$ cat src/design/roi_dark_sum_blink_detector_top_assert.svh
// Assertion macros for the region dark-sum blink detector.
// Included by roi_dark_sum_blink_detector_top; depends on nothing else.
`ifndef ROI_DARK_SUM_BLINK_DETECTOR_TOP_ASSERT_SVH
`define ROI_DARK_SUM_BLINK_DETECTOR_TOP_ASSERT_SVH

// Same-cycle implication, disabled during reset.
`define RDSBD_ASSERT_NOW(label, clk, rst_n, ante, cons) \
    label: assert property (@(posedge clk) disable iff (!(rst_n)) (ante) |-> (cons)) \
        else $error("rdsbd same-cycle check failed");

// Next-cycle implication, disabled during reset.
`define RDSBD_ASSERT_NEXT(label, clk, rst_n, ante, cons) \
    label: assert property (@(posedge clk) disable iff (!(rst_n)) (ante) |=> (cons)) \
        else $error("rdsbd next-cycle check failed");

`endif

$ cat src/design/rdsbd_pkg.sv
// Package for the region dark-sum blink detector.
// Holds field widths, command and register codes and default parameters.
package rdsbd_pkg;

    localparam int COL_W   = 12;
    localparam int ROW_W   = 11;
    localparam int THR_W   = 9;
    localparam int STEP_W  = 8;
    localparam int TRIG_W  = 10;
    localparam int SUM_W   = 29;
    localparam int CNT_W   = 16;
    localparam int CFG_W   = 12;
    localparam int CFG_A_W = 3;

    localparam int DEF_MAX_ROI_COLS = 2048;
    localparam int DEF_MAX_ROI_ROWS = 1024;
    localparam int DEF_CLOSED_RATIO = 5;

    localparam logic [COL_W-1:0]  RST_COL_START = 12'd630;
    localparam logic [COL_W-1:0]  RST_COL_COUNT = 12'd624;
    localparam logic [ROW_W-1:0]  RST_ROW_START = 11'd126;
    localparam logic [ROW_W-1:0]  RST_ROW_COUNT = 11'd200;
    localparam logic [THR_W-1:0]  RST_THRESHOLD = 9'd120;
    localparam logic [STEP_W-1:0] RST_STEP      = 8'd1;
    localparam logic [TRIG_W-1:0] RST_TRIGGER   = 10'd3;

    typedef enum logic [1:0] {
        CMD_PIXEL = 2'd0,
        CMD_SHUT  = 2'd1,
        CMD_OPEN  = 2'd2
    } t_cmd;

    typedef enum logic [CFG_A_W-1:0] {
        CFG_COL_START = 3'd0,
        CFG_COL_COUNT = 3'd1,
        CFG_ROW_START = 3'd2,
        CFG_ROW_COUNT = 3'd3,
        CFG_THRESHOLD = 3'd4,
        CFG_STEP      = 3'd5,
        CFG_TRIGGER   = 3'd6
    } t_cfg_idx;

endpackage

$ cat src/design/roi_dark_sum_blink_detector_top.sv
// Top level of the region dark-sum blink detector.
// Depends on rdsbd_pkg and roi_dark_sum_blink_detector_top_assert.svh.
//
// Input channel (i_valid / o_stall) carries one word per cycle: a command,
// a frame byte and the row and frame end marks. Sampled dark pixel words in
// the region are summed into the region total as they are accepted. Capture
// commands copy the last frame total into the shut or open reference and give
// no result. Output channel (o_valid / i_stall) gives one word per frame. The
// frame-end total is registered first; the reference compare and closed-run
// counters then load into the output register when it can advance. Throughput
// is one input word per cycle while o_stall is low. o_stall rises only when a
// frame result waits in the output register under i_stall and the next frame
// total is already pending behind it. A stalled result holds its value.
// The configuration channel is always ready and takes one register write per
// cycle; writes are meant for idle periods.
// Synchronous reset clears all counters, the running and last-frame sums and
// the references, loads the register defaults and empties both result stages.
`include "roi_dark_sum_blink_detector_top_assert.svh"

module roi_dark_sum_blink_detector_top #(
    parameter int MAX_ROI_COLS = rdsbd_pkg::DEF_MAX_ROI_COLS,
    parameter int MAX_ROI_ROWS = rdsbd_pkg::DEF_MAX_ROI_ROWS,
    parameter int CLOSED_RATIO = rdsbd_pkg::DEF_CLOSED_RATIO
) (
    input  logic                            i_clk,
    input  logic                            i_rst_n,
    input  logic                            i_cfg_valid,
    output logic                            o_cfg_ready,
    input  logic [rdsbd_pkg::CFG_A_W-1:0]   i_cfg_index,
    input  logic [rdsbd_pkg::CFG_W-1:0]     i_cfg_data,
    input  logic                            i_valid,
    output logic                            o_stall,
    input  logic [1:0]                      i_command,
    input  logic [7:0]                      i_pixel_byte,
    input  logic                            i_last_in_row,
    input  logic                            i_last_in_frame,
    output logic                            o_valid,
    input  logic                            i_stall,
    output logic [rdsbd_pkg::SUM_W-1:0]     o_frame_sum,
    output logic                            o_eye_closed,
    output logic [rdsbd_pkg::CNT_W-1:0]     o_closed_frames,
    output logic                            o_trigger,
    output logic                            o_blink_ended,
    output logic [rdsbd_pkg::CNT_W-1:0]     o_blink_duration,
    output logic [rdsbd_pkg::CNT_W-1:0]     o_blink_total
);

    localparam int COL_W  = rdsbd_pkg::COL_W;
    localparam int ROW_W  = rdsbd_pkg::ROW_W;
    localparam int SUM_W  = rdsbd_pkg::SUM_W;
    localparam int CNT_W  = rdsbd_pkg::CNT_W;
    localparam int STEP_W = rdsbd_pkg::STEP_W;
    localparam int PRD_W  = SUM_W + 4;
    localparam logic [COL_W:0]     MAX_C   = (COL_W + 1)'(MAX_ROI_COLS);
    localparam logic [ROW_W:0]     MAX_R   = (ROW_W + 1)'(MAX_ROI_ROWS);
    localparam logic [SUM_W-1:0]   SUM_MAX = '1;
    localparam logic [CNT_W-1:0]   CNT_MAX = '1;
    localparam logic [PRD_W-1:0]   RATIO   = PRD_W'(CLOSED_RATIO);

    logic [COL_W-1:0]                 r_col_start;
    logic [COL_W-1:0]                 r_col_count;
    logic [ROW_W-1:0]                 r_row_start;
    logic [ROW_W-1:0]                 r_row_count;
    logic [rdsbd_pkg::THR_W-1:0]      r_threshold;
    logic [STEP_W-1:0]                r_step;
    logic [rdsbd_pkg::TRIG_W-1:0]     r_trigger_cnt;

    logic [COL_W-1:0]  r_col_index, n_col_index;
    logic [ROW_W-1:0]  r_row_index, n_row_index;
    logic [STEP_W-1:0] r_col_phase, n_col_phase;
    logic [STEP_W-1:0] r_row_phase, n_row_phase;
    logic [SUM_W-1:0]  r_running_sum, n_running_sum;
    logic [SUM_W-1:0]  r_last_total;
    logic [SUM_W-1:0]  r_shut_ref;
    logic [SUM_W-1:0]  r_open_ref;
    logic [CNT_W-1:0]  r_closed_run, n_closed_run;
    logic [CNT_W-1:0]  r_blink_cnt, n_blink_cnt;

    logic              r_fe_vld;
    logic [SUM_W-1:0]  r_fe_total;
    logic              r_out_vld;

    logic              in_acc;
    logic              pix_acc;
    logic              fe_acc;
    logic              advance;
    rdsbd_pkg::t_cmd   cmd;
    logic [STEP_W-1:0] eff_step;
    logic [COL_W:0]    eff_col_cnt;
    logic [ROW_W:0]    eff_row_cnt;
    logic [COL_W-1:0]  col_off;
    logic [ROW_W-1:0]  row_off;
    logic              col_in;
    logic              row_in;
    logic              take;
    logic [SUM_W:0]    sum_add;
    logic [SUM_W-1:0]  sum_sat;
    logic [STEP_W:0]   col_ph_inc;
    logic [STEP_W:0]   row_ph_inc;

    logic [SUM_W-1:0]  d_open;
    logic [SUM_W-1:0]  d_shut;
    logic [PRD_W-1:0]  d_shut_scaled;
    logic              closed;
    logic              trig;
    logic              ended;
    logic [CNT_W-1:0]  duration;

    assign o_cfg_ready = 1'b1;
    assign advance     = !r_out_vld || !i_stall;
    assign o_stall     = r_fe_vld && !advance;
    assign in_acc      = i_valid && !o_stall;
    assign cmd         = rdsbd_pkg::t_cmd'(i_command);
    assign pix_acc     = in_acc && (cmd == rdsbd_pkg::CMD_PIXEL);
    assign fe_acc      = pix_acc && i_last_in_frame;

    always_ff @(posedge i_clk) begin
        if (!i_rst_n) begin
            r_col_start   <= rdsbd_pkg::RST_COL_START;
            r_col_count   <= rdsbd_pkg::RST_COL_COUNT;
            r_row_start   <= rdsbd_pkg::RST_ROW_START;
            r_row_count   <= rdsbd_pkg::RST_ROW_COUNT;
            r_threshold   <= rdsbd_pkg::RST_THRESHOLD;
            r_step        <= rdsbd_pkg::RST_STEP;
            r_trigger_cnt <= rdsbd_pkg::RST_TRIGGER;
        end else if (i_cfg_valid && o_cfg_ready) begin
            unique case (rdsbd_pkg::t_cfg_idx'(i_cfg_index))
                rdsbd_pkg::CFG_COL_START: r_col_start   <= i_cfg_data[COL_W-1:0];
                rdsbd_pkg::CFG_COL_COUNT: r_col_count   <= i_cfg_data[COL_W-1:0];
                rdsbd_pkg::CFG_ROW_START: r_row_start   <= i_cfg_data[ROW_W-1:0];
                rdsbd_pkg::CFG_ROW_COUNT: r_row_count   <= i_cfg_data[ROW_W-1:0];
                rdsbd_pkg::CFG_THRESHOLD: r_threshold   <= i_cfg_data[rdsbd_pkg::THR_W-1:0];
                rdsbd_pkg::CFG_STEP:      r_step        <= i_cfg_data[STEP_W-1:0];
                rdsbd_pkg::CFG_TRIGGER:   r_trigger_cnt <= i_cfg_data[rdsbd_pkg::TRIG_W-1:0];
                default: begin
                end
            endcase
        end
    end

    always_comb begin
        eff_step    = (r_step == '0) ? STEP_W'(1) : r_step;
        eff_col_cnt = ({1'b0, r_col_count} > MAX_C) ? MAX_C : {1'b0, r_col_count};
        eff_row_cnt = ({1'b0, r_row_count} > MAX_R) ? MAX_R : {1'b0, r_row_count};
        col_off     = r_col_index - r_col_start;
        row_off     = r_row_index - r_row_start;
        col_in      = (r_col_index >= r_col_start) && ({1'b0, col_off} < eff_col_cnt);
        row_in      = (r_row_index >= r_row_start) && ({1'b0, row_off} < eff_row_cnt);
        take        = col_in && row_in && (r_row_phase == '0) && (r_col_phase == '0)
                      && ({1'b0, i_pixel_byte} < r_threshold);
        sum_add     = {1'b0, r_running_sum} + (SUM_W + 1)'(i_pixel_byte);
        sum_sat     = sum_add[SUM_W] ? SUM_MAX : sum_add[SUM_W-1:0];
        col_ph_inc  = {1'b0, r_col_phase} + (STEP_W + 1)'(1);
        row_ph_inc  = {1'b0, r_row_phase} + (STEP_W + 1)'(1);

        n_running_sum = take ? sum_sat : r_running_sum;
        n_col_phase   = r_col_phase;
        n_row_phase   = r_row_phase;
        n_col_index   = r_col_index + COL_W'(1);
        n_row_index   = r_row_index;
        if (col_in) begin
            n_col_phase = (col_ph_inc >= {1'b0, eff_step}) ? '0 : col_ph_inc[STEP_W-1:0];
        end
        if (i_last_in_row || i_last_in_frame) begin
            n_col_index = '0;
            n_col_phase = '0;
            n_row_index = r_row_index + ROW_W'(1);
            if (row_in) begin
                n_row_phase = (row_ph_inc >= {1'b0, eff_step}) ? '0
                              : row_ph_inc[STEP_W-1:0];
            end
        end
        if (i_last_in_frame) begin
            n_running_sum = '0;
            n_row_index   = '0;
            n_row_phase   = '0;
        end
    end

    always_ff @(posedge i_clk) begin
        if (!i_rst_n) begin
            r_col_index   <= '0;
            r_row_index   <= '0;
            r_col_phase   <= '0;
            r_row_phase   <= '0;
            r_running_sum <= '0;
            r_last_total  <= '0;
            r_shut_ref    <= '0;
            r_open_ref    <= '0;
        end else if (in_acc) begin
            unique case (cmd)
                rdsbd_pkg::CMD_PIXEL: begin
                    r_col_index   <= n_col_index;
                    r_row_index   <= n_row_index;
                    r_col_phase   <= n_col_phase;
                    r_row_phase   <= n_row_phase;
                    r_running_sum <= n_running_sum;
                    if (i_last_in_frame) begin
                        r_last_total <= take ? sum_sat : r_running_sum;
                    end
                end
                rdsbd_pkg::CMD_SHUT: r_shut_ref <= r_last_total;
                rdsbd_pkg::CMD_OPEN: r_open_ref <= r_last_total;
                default: begin
                end
            endcase
        end
    end

    always_ff @(posedge i_clk) begin
        if (!i_rst_n) begin
            r_fe_vld <= 1'b0;
        end else if (fe_acc) begin
            r_fe_vld <= 1'b1;
        end else if (advance) begin
            r_fe_vld <= 1'b0;
        end
    end

    always_ff @(posedge i_clk) begin
        if (fe_acc) begin
            r_fe_total <= take ? sum_sat : r_running_sum;
        end
    end

    always_comb begin
        d_open        = (r_fe_total >= r_open_ref) ? (r_fe_total - r_open_ref)
                        : (r_open_ref - r_fe_total);
        d_shut        = (r_fe_total >= r_shut_ref) ? (r_fe_total - r_shut_ref)
                        : (r_shut_ref - r_fe_total);
        d_shut_scaled = PRD_W'(d_shut) * RATIO;
        closed        = PRD_W'(d_open) > d_shut_scaled;
        n_closed_run  = r_closed_run;
        n_blink_cnt   = r_blink_cnt;
        trig          = 1'b0;
        ended         = 1'b0;
        duration      = '0;
        if (closed) begin
            if (r_closed_run != CNT_MAX) begin
                n_closed_run = r_closed_run + CNT_W'(1);
                trig         = (n_closed_run == CNT_W'(r_trigger_cnt));
            end
        end else begin
            if (r_closed_run != '0) begin
                ended       = 1'b1;
                duration    = r_closed_run;
                n_blink_cnt = r_blink_cnt + CNT_W'(1);
            end
            n_closed_run = '0;
        end
    end

    always_ff @(posedge i_clk) begin
        if (!i_rst_n) begin
            r_out_vld    <= 1'b0;
            r_closed_run <= '0;
            r_blink_cnt  <= '0;
        end else if (advance) begin
            r_out_vld <= r_fe_vld;
            if (r_fe_vld) begin
                r_closed_run <= n_closed_run;
                r_blink_cnt  <= n_blink_cnt;
            end
        end
    end

    always_ff @(posedge i_clk) begin
        if (advance && r_fe_vld) begin
            o_frame_sum      <= r_fe_total;
            o_eye_closed     <= closed;
            o_closed_frames  <= n_closed_run;
            o_trigger        <= trig;
            o_blink_ended    <= ended;
            o_blink_duration <= duration;
            o_blink_total    <= n_blink_cnt;
        end
    end

    assign o_valid = r_out_vld;

    `RDSBD_ASSERT_NOW(a_blink_end_open, i_clk, i_rst_n,
        o_valid && o_blink_ended, !o_eye_closed && (o_blink_duration != '0))
    `RDSBD_ASSERT_NOW(a_trigger_closed, i_clk, i_rst_n,
        o_valid && o_trigger, o_eye_closed && (o_closed_frames != '0))
    `RDSBD_ASSERT_NEXT(a_pending_held, i_clk, i_rst_n,
        r_fe_vld && r_out_vld && i_stall, r_fe_vld && r_out_vld)
    `RDSBD_ASSERT_NEXT(a_frame_restart, i_clk, i_rst_n,
        fe_acc, r_fe_vld && (r_running_sum == '0) && (r_row_index == '0))

endmodule
$ cat config.mk
export PLATFORM = sky130hd
export DESIGN_NAME = roi_dark_sum_blink_detector_top
export DESIGN_NICKNAME = d
export VERILOG_FILES = /design/src/design/rdsbd_pkg.sv /design/src/design/roi_dark_sum_blink_detector_top.sv
export VERILOG_INCLUDE_DIRS = /design/src /design/src/design
export SDC_FILE = /design/constraint.sdc
export NUM_CORES = 1
export LEC_CHECK = 0
export BUFFER_PORTS_ARGS = -buffer_cell sky130_fd_sc_hd__buf_2
export CAP_MARGIN = 25
export CORE_UTILIZATION = 45
export CTS_CLUSTER_DIAMETER = 30
export DETAILED_ROUTE_END_ITERATION = 12
export GPL_TIMING_DRIVEN = 0
export PLACE_DENSITY = 0.58
export SETUP_SLACK_MARGIN = 0.4
export SYNTH_ARGS = -nofsm -noshare
export SYNTH_HDL_FRONTEND = slang
export SYNTH_SLANG_ARGS = --single-unit
$ cat constraint.sdc
create_clock -name i_clk -period 16.8 [get_ports i_clk]
set_clock_uncertainty 0.2 [all_clocks]
set_input_delay 1.68 -clock i_clk [delete_from_list [all_inputs] [get_ports i_clk]]
set_output_delay 1.68 -clock i_clk [all_outputs]
set_load 0.02 [all_outputs]
==> metrics.md <==
| Metric | Value |
|---|---|
| Top FF cell, synth | `dfxtp_1` |
| PostCTS Resize Cnt | `0` |
| Clock power share | `57.8%` |
| GRT overflow | `0` |
| Initial Utilization | `45.6%` |
| Clock Path Buffers | `3` |
| WL/cell | `20.0 µm` |
| Maxcap violations | `0` |
| Nets | `3614` |
| Number of DRC markers in iteration 0 | `1455` |
| VDD IR max | `0.0884 mV` |
| Post-Syn Instances | `3090` |
| Initial antenna violation count | `6` |
| Status | `finished, final reports clean` |
| Leakage | `12.6 nW` |
| Pint | `2.27 mW` |
| Sw Share | `25.6%` |
| Full die area | `58100 µm²` |
| Combinational power share | `11.7%` |
| RD Place Congestion | `0.973` |
| H-tree Lvls | `3` |
| Design Area, Final | `30400 µm²` |
| Async set-reset flop share out of synthesis | `0%` |
| Number of global-route vias before repair | `23000` |
| WP data required | `16.95 ns` |
| Number of flops mapped to enable cells by yosys | `109` |
| Pwr dens | `101 nW/µm²` |
| Seq/Total Area, Yosys | `33.2%` |
| Syn_area_per_cell | `8.32 µm²` |
| Clk_lat worst skew | `0.62 ns` |
| CTS Root Cell | `clkbuf_16` |
| Cell family with the largest share of critical-path delay | `simple AND/OR/NAND/NOR gates` |
| Buf+Inv Stages, Crit Path | `6` |
| Setup TNS | `0 ns` |
| Yosys warns | `0` |
| Fin crit period | `11.38 ns` |
| Vias | `23400` |
| Synthesized cell area | `25700 µm²` |
| Initial DRT Pass Iterations | `5` |
| Unrepaired setup endpoints after global routing | `false` |
| Reg clk slew, reported paths | `0.05 ns` |
| Port Buf Inserts | `111` |
| Slowest CP cell | `clkbuf_1` |
| Crit path largest cell delay | `0.62 ns` |
| Max Slew Vio Count | `0` |
| Final setup fails | `0` |
| WS Path Type | `register to register` |
| Share of cells above drive strength 1 | `11.1%` |
| DRC | `0` |
| Post-Syn Nets | `3411` |
| Area delta synth->final | `18.2%` |
| CTS sink count | `371` |
| Die X | `241 µm` |
| Crit-path max FO | `10` |
| Row count | `87` |
| DP Worst Slack | `5.53 ns` |
| Hold buffers post-CTS | `0` |
| Final period util | `67.7%` |
| Global-route wire length before repair | `127000 µm` |
| Slew HR | `27.1%` |
| Net Switching | `0.783 mW` |
| Sequential Power Share | `30.6%` |
| Number of vias per cell | `5.66` |
| Post-Route WL | `82500 µm` |
| Worst hold path type | `register to register` |
| Post-DP HPWL | `64600 µm` |
| Setup Fix Bufs, Post-CTS | `0` |
| Worst slew pin tran | `1.08 ns` |
| Library cells used by synthesis | `94` |
| Core ar. | `56400 µm²` |
| Chip Height | `241 µm` |
| Critical Path AT | `11.53 ns` |
| IO Pins | `115` |
| Fmax | `87.9 MHz` |
| Worst setup EP type | `register` |
| Largest net degree at the start of global routing | `52` |
| Startpoint types | `register` |
| Fin. Hold Viols | `0` |
| DP Area | `27200 µm²` |
| Number of buffers created by CTS | `86` |
| Total Routing Usage GR | `28.3%` |
| CTS tree | `yes` |
| Antenna-violating nets left | `0` |
| PnR Total Power | `3.06 mW` |
| Setup WS post-layout | `5.42 ns` |
| FF+latch count, synth | `371` |
[stage by stage]
| stage | hold WS (ns) | utilization, % | cells |
|---|---|---|---|
| 4_1_cts | 0.254 | 53.8 | 4120 |
| 3_5_place_dp | 0.247 | 48.3 | 3961 |
| 2_1_floorplan | 0.236 | - | 3090 |
| 5_1_grt | 0.274 | 53.9 | 4122 |
| 6_report | 0.254 | 53.9 | 4124 |
| 3_3_place_gp | 0.246 | 48.2 | 3957 |
[power groups by stage]
stage | combinational (mW) | clock, mW | sequential [mW]
floorplan | 0.247 | 0 | 0.949
global placement | 0.338 | 0 | 0.951
detailed placement | 0.350 | 0 | 0.951
CTS | 0.353 | 1.79 | 0.935
global route | 0.393 | 1.84 | 0.935
finish | 0.357 | 1.77 | 0.935
[sequential cells by signal (all words and copies together) (netlist names), 10 cells and up]
signal            flops
r_shut_ref           29
r_trigger_cnt        10
r_open_ref           29
o_blink_total        16
r_last_total         29
o_closed_frames      16
r_closed_run         16
r_col_count          12
r_col_index          12
r_blink_cnt          16
r_running_sum        29
r_col_start          12
r_row_index          11
r_fe_total           29
o_blink_duration     16
r_row_start          11
r_row_count          11
o_frame_sum          29
[routing by layer]
metal	GRT usage (%)	wire, µm	up-vias
met4	11.4	2950	2
met5	0	11	-
met1	35.7	36100	11100
li1	-	-	11400
met2	48.6	39400	687
met3	3.90	4070	174
[logic make-up after synthesis]
group           after synthesis  share of synthesized area, %
buf+inv                     347                          5.34
xor+xnor                    168                          5.73
fa+ha+maj                   289                          14.3
simple gates               1051                          19.5
compound gates              823                          20.4
other cells                   1                        0.0146
flops                       371                          33.2
mux                          40                          1.63
[worst min-delay path: cells and delay by family, from the launching register on]
family	cells	cell delay [ns]
AND/OR/NAND/NOR	1	0.05
AO/OA/AOI/OAI	1	0.05
flip-flops	1	0.30
[synthesized netlist by cell type, types with 7 or more instances]
cell | instances | share of area, %
and2_1 | 26 | 0.63
mux2_2 | 10 | 0.44
a22o_1 | 10 | 0.34
ha_1 | 281 | 14
and3_1 | 73 | 1.8
o21a_1 | 24 | 0.70
nor4_1 | 17 | 0.41
nor3_1 | 61 | 1.2
buf_2 | 15 | 0.29
o21ai_0 | 124 | 2.4
a31oi_1 | 25 | 0.61
a31o_2 | 32 | 1.1
o31ai_1 | 8 | 0.23
edfxtp_1 | 109 | 13
xnor2_1 | 95 | 3.2
inv_1 | 197 | 2.9
nor2_1 | 158 | 2.3
o21bai_1 | 29 | 0.85
fa_1 | 8 | 0.62
o211ai_1 | 26 | 0.76
a21oi_2 | 11 | 0.37
a211oi_1 | 21 | 0.61
nand2b_1 | 31 | 0.75
nand4_1 | 53 | 1.3
nor2b_1 | 36 | 0.88
or3_1 | 18 | 0.44
mux2i_1 | 29 | 1.1
clkbuf_1 | 114 | 1.7
a41oi_1 | 7 | 0.24
buf_1 | 9 | 0.13
a21oi_1 | 342 | 6.7
xor2_1 | 73 | 2.5
a21o_1 | 83 | 2.4
nand3b_1 | 11 | 0.32
nand2_1 | 438 | 6.4
nand3_1 | 90 | 1.8
dfxtp_1 | 262 | 20
[worst paths after layout]
check                  from               end  slack [ns]  cells past startpoint
min reg2reg       r_step[1]         r_step[1]        0.25                      2
min               r_step[1]         r_step[1]        0.25                      2
max          r_fe_total[24]  o_blink_total[1]        5.42                     37
max reg2reg  r_fe_total[24]  o_blink_total[1]        5.42                     37
[cells in the final DEF (no fill, tap or decap), types with 11 or more instances in the layout]
cell,netlist,final
a211oi_1,21,21
nor3_1,61,61
a31oi_1,25,25
xor2_1,73,73
or3_1,18,18
and3_1,73,73
bufinv_16,0,12
inv_1,197,197
edfxtp_1,109,109
buf_2,15,127
clkbuf_8,0,11
nand2_1,438,438
o211ai_1,26,26
clkbuf_16,0,90
o21ai_0,124,124
nand2b_1,31,31
nor2b_1,36,36
a21oi_1,342,342
o21a_1,24,24
nand3b_1,11,11
xnor2_1,95,95
mux2i_1,29,29
nand4_1,53,53
nor2_1,158,158
a21oi_2,11,11
and2_1,26,26
clkbuf_1,114,119
ha_1,281,281
a21o_1,83,83
a31o_2,32,32
dfxtp_1,262,262
clkinv_2,0,13
nand3_1,90,90
o21bai_1,29,29
nor4_1,17,17
[cell type report]
class	instances	area, µm²
clock inverter	51	684
clock buffer	108	2430
fill	5385	26000
antenna	4	10.0
multi-input combinational	2372	15800
inverter	200	751
buffer	147	626
sequential	371	8520
tap	756	946
timing repair buffer	115	603
No activity file was read; power rests on OpenSTA's default activity.
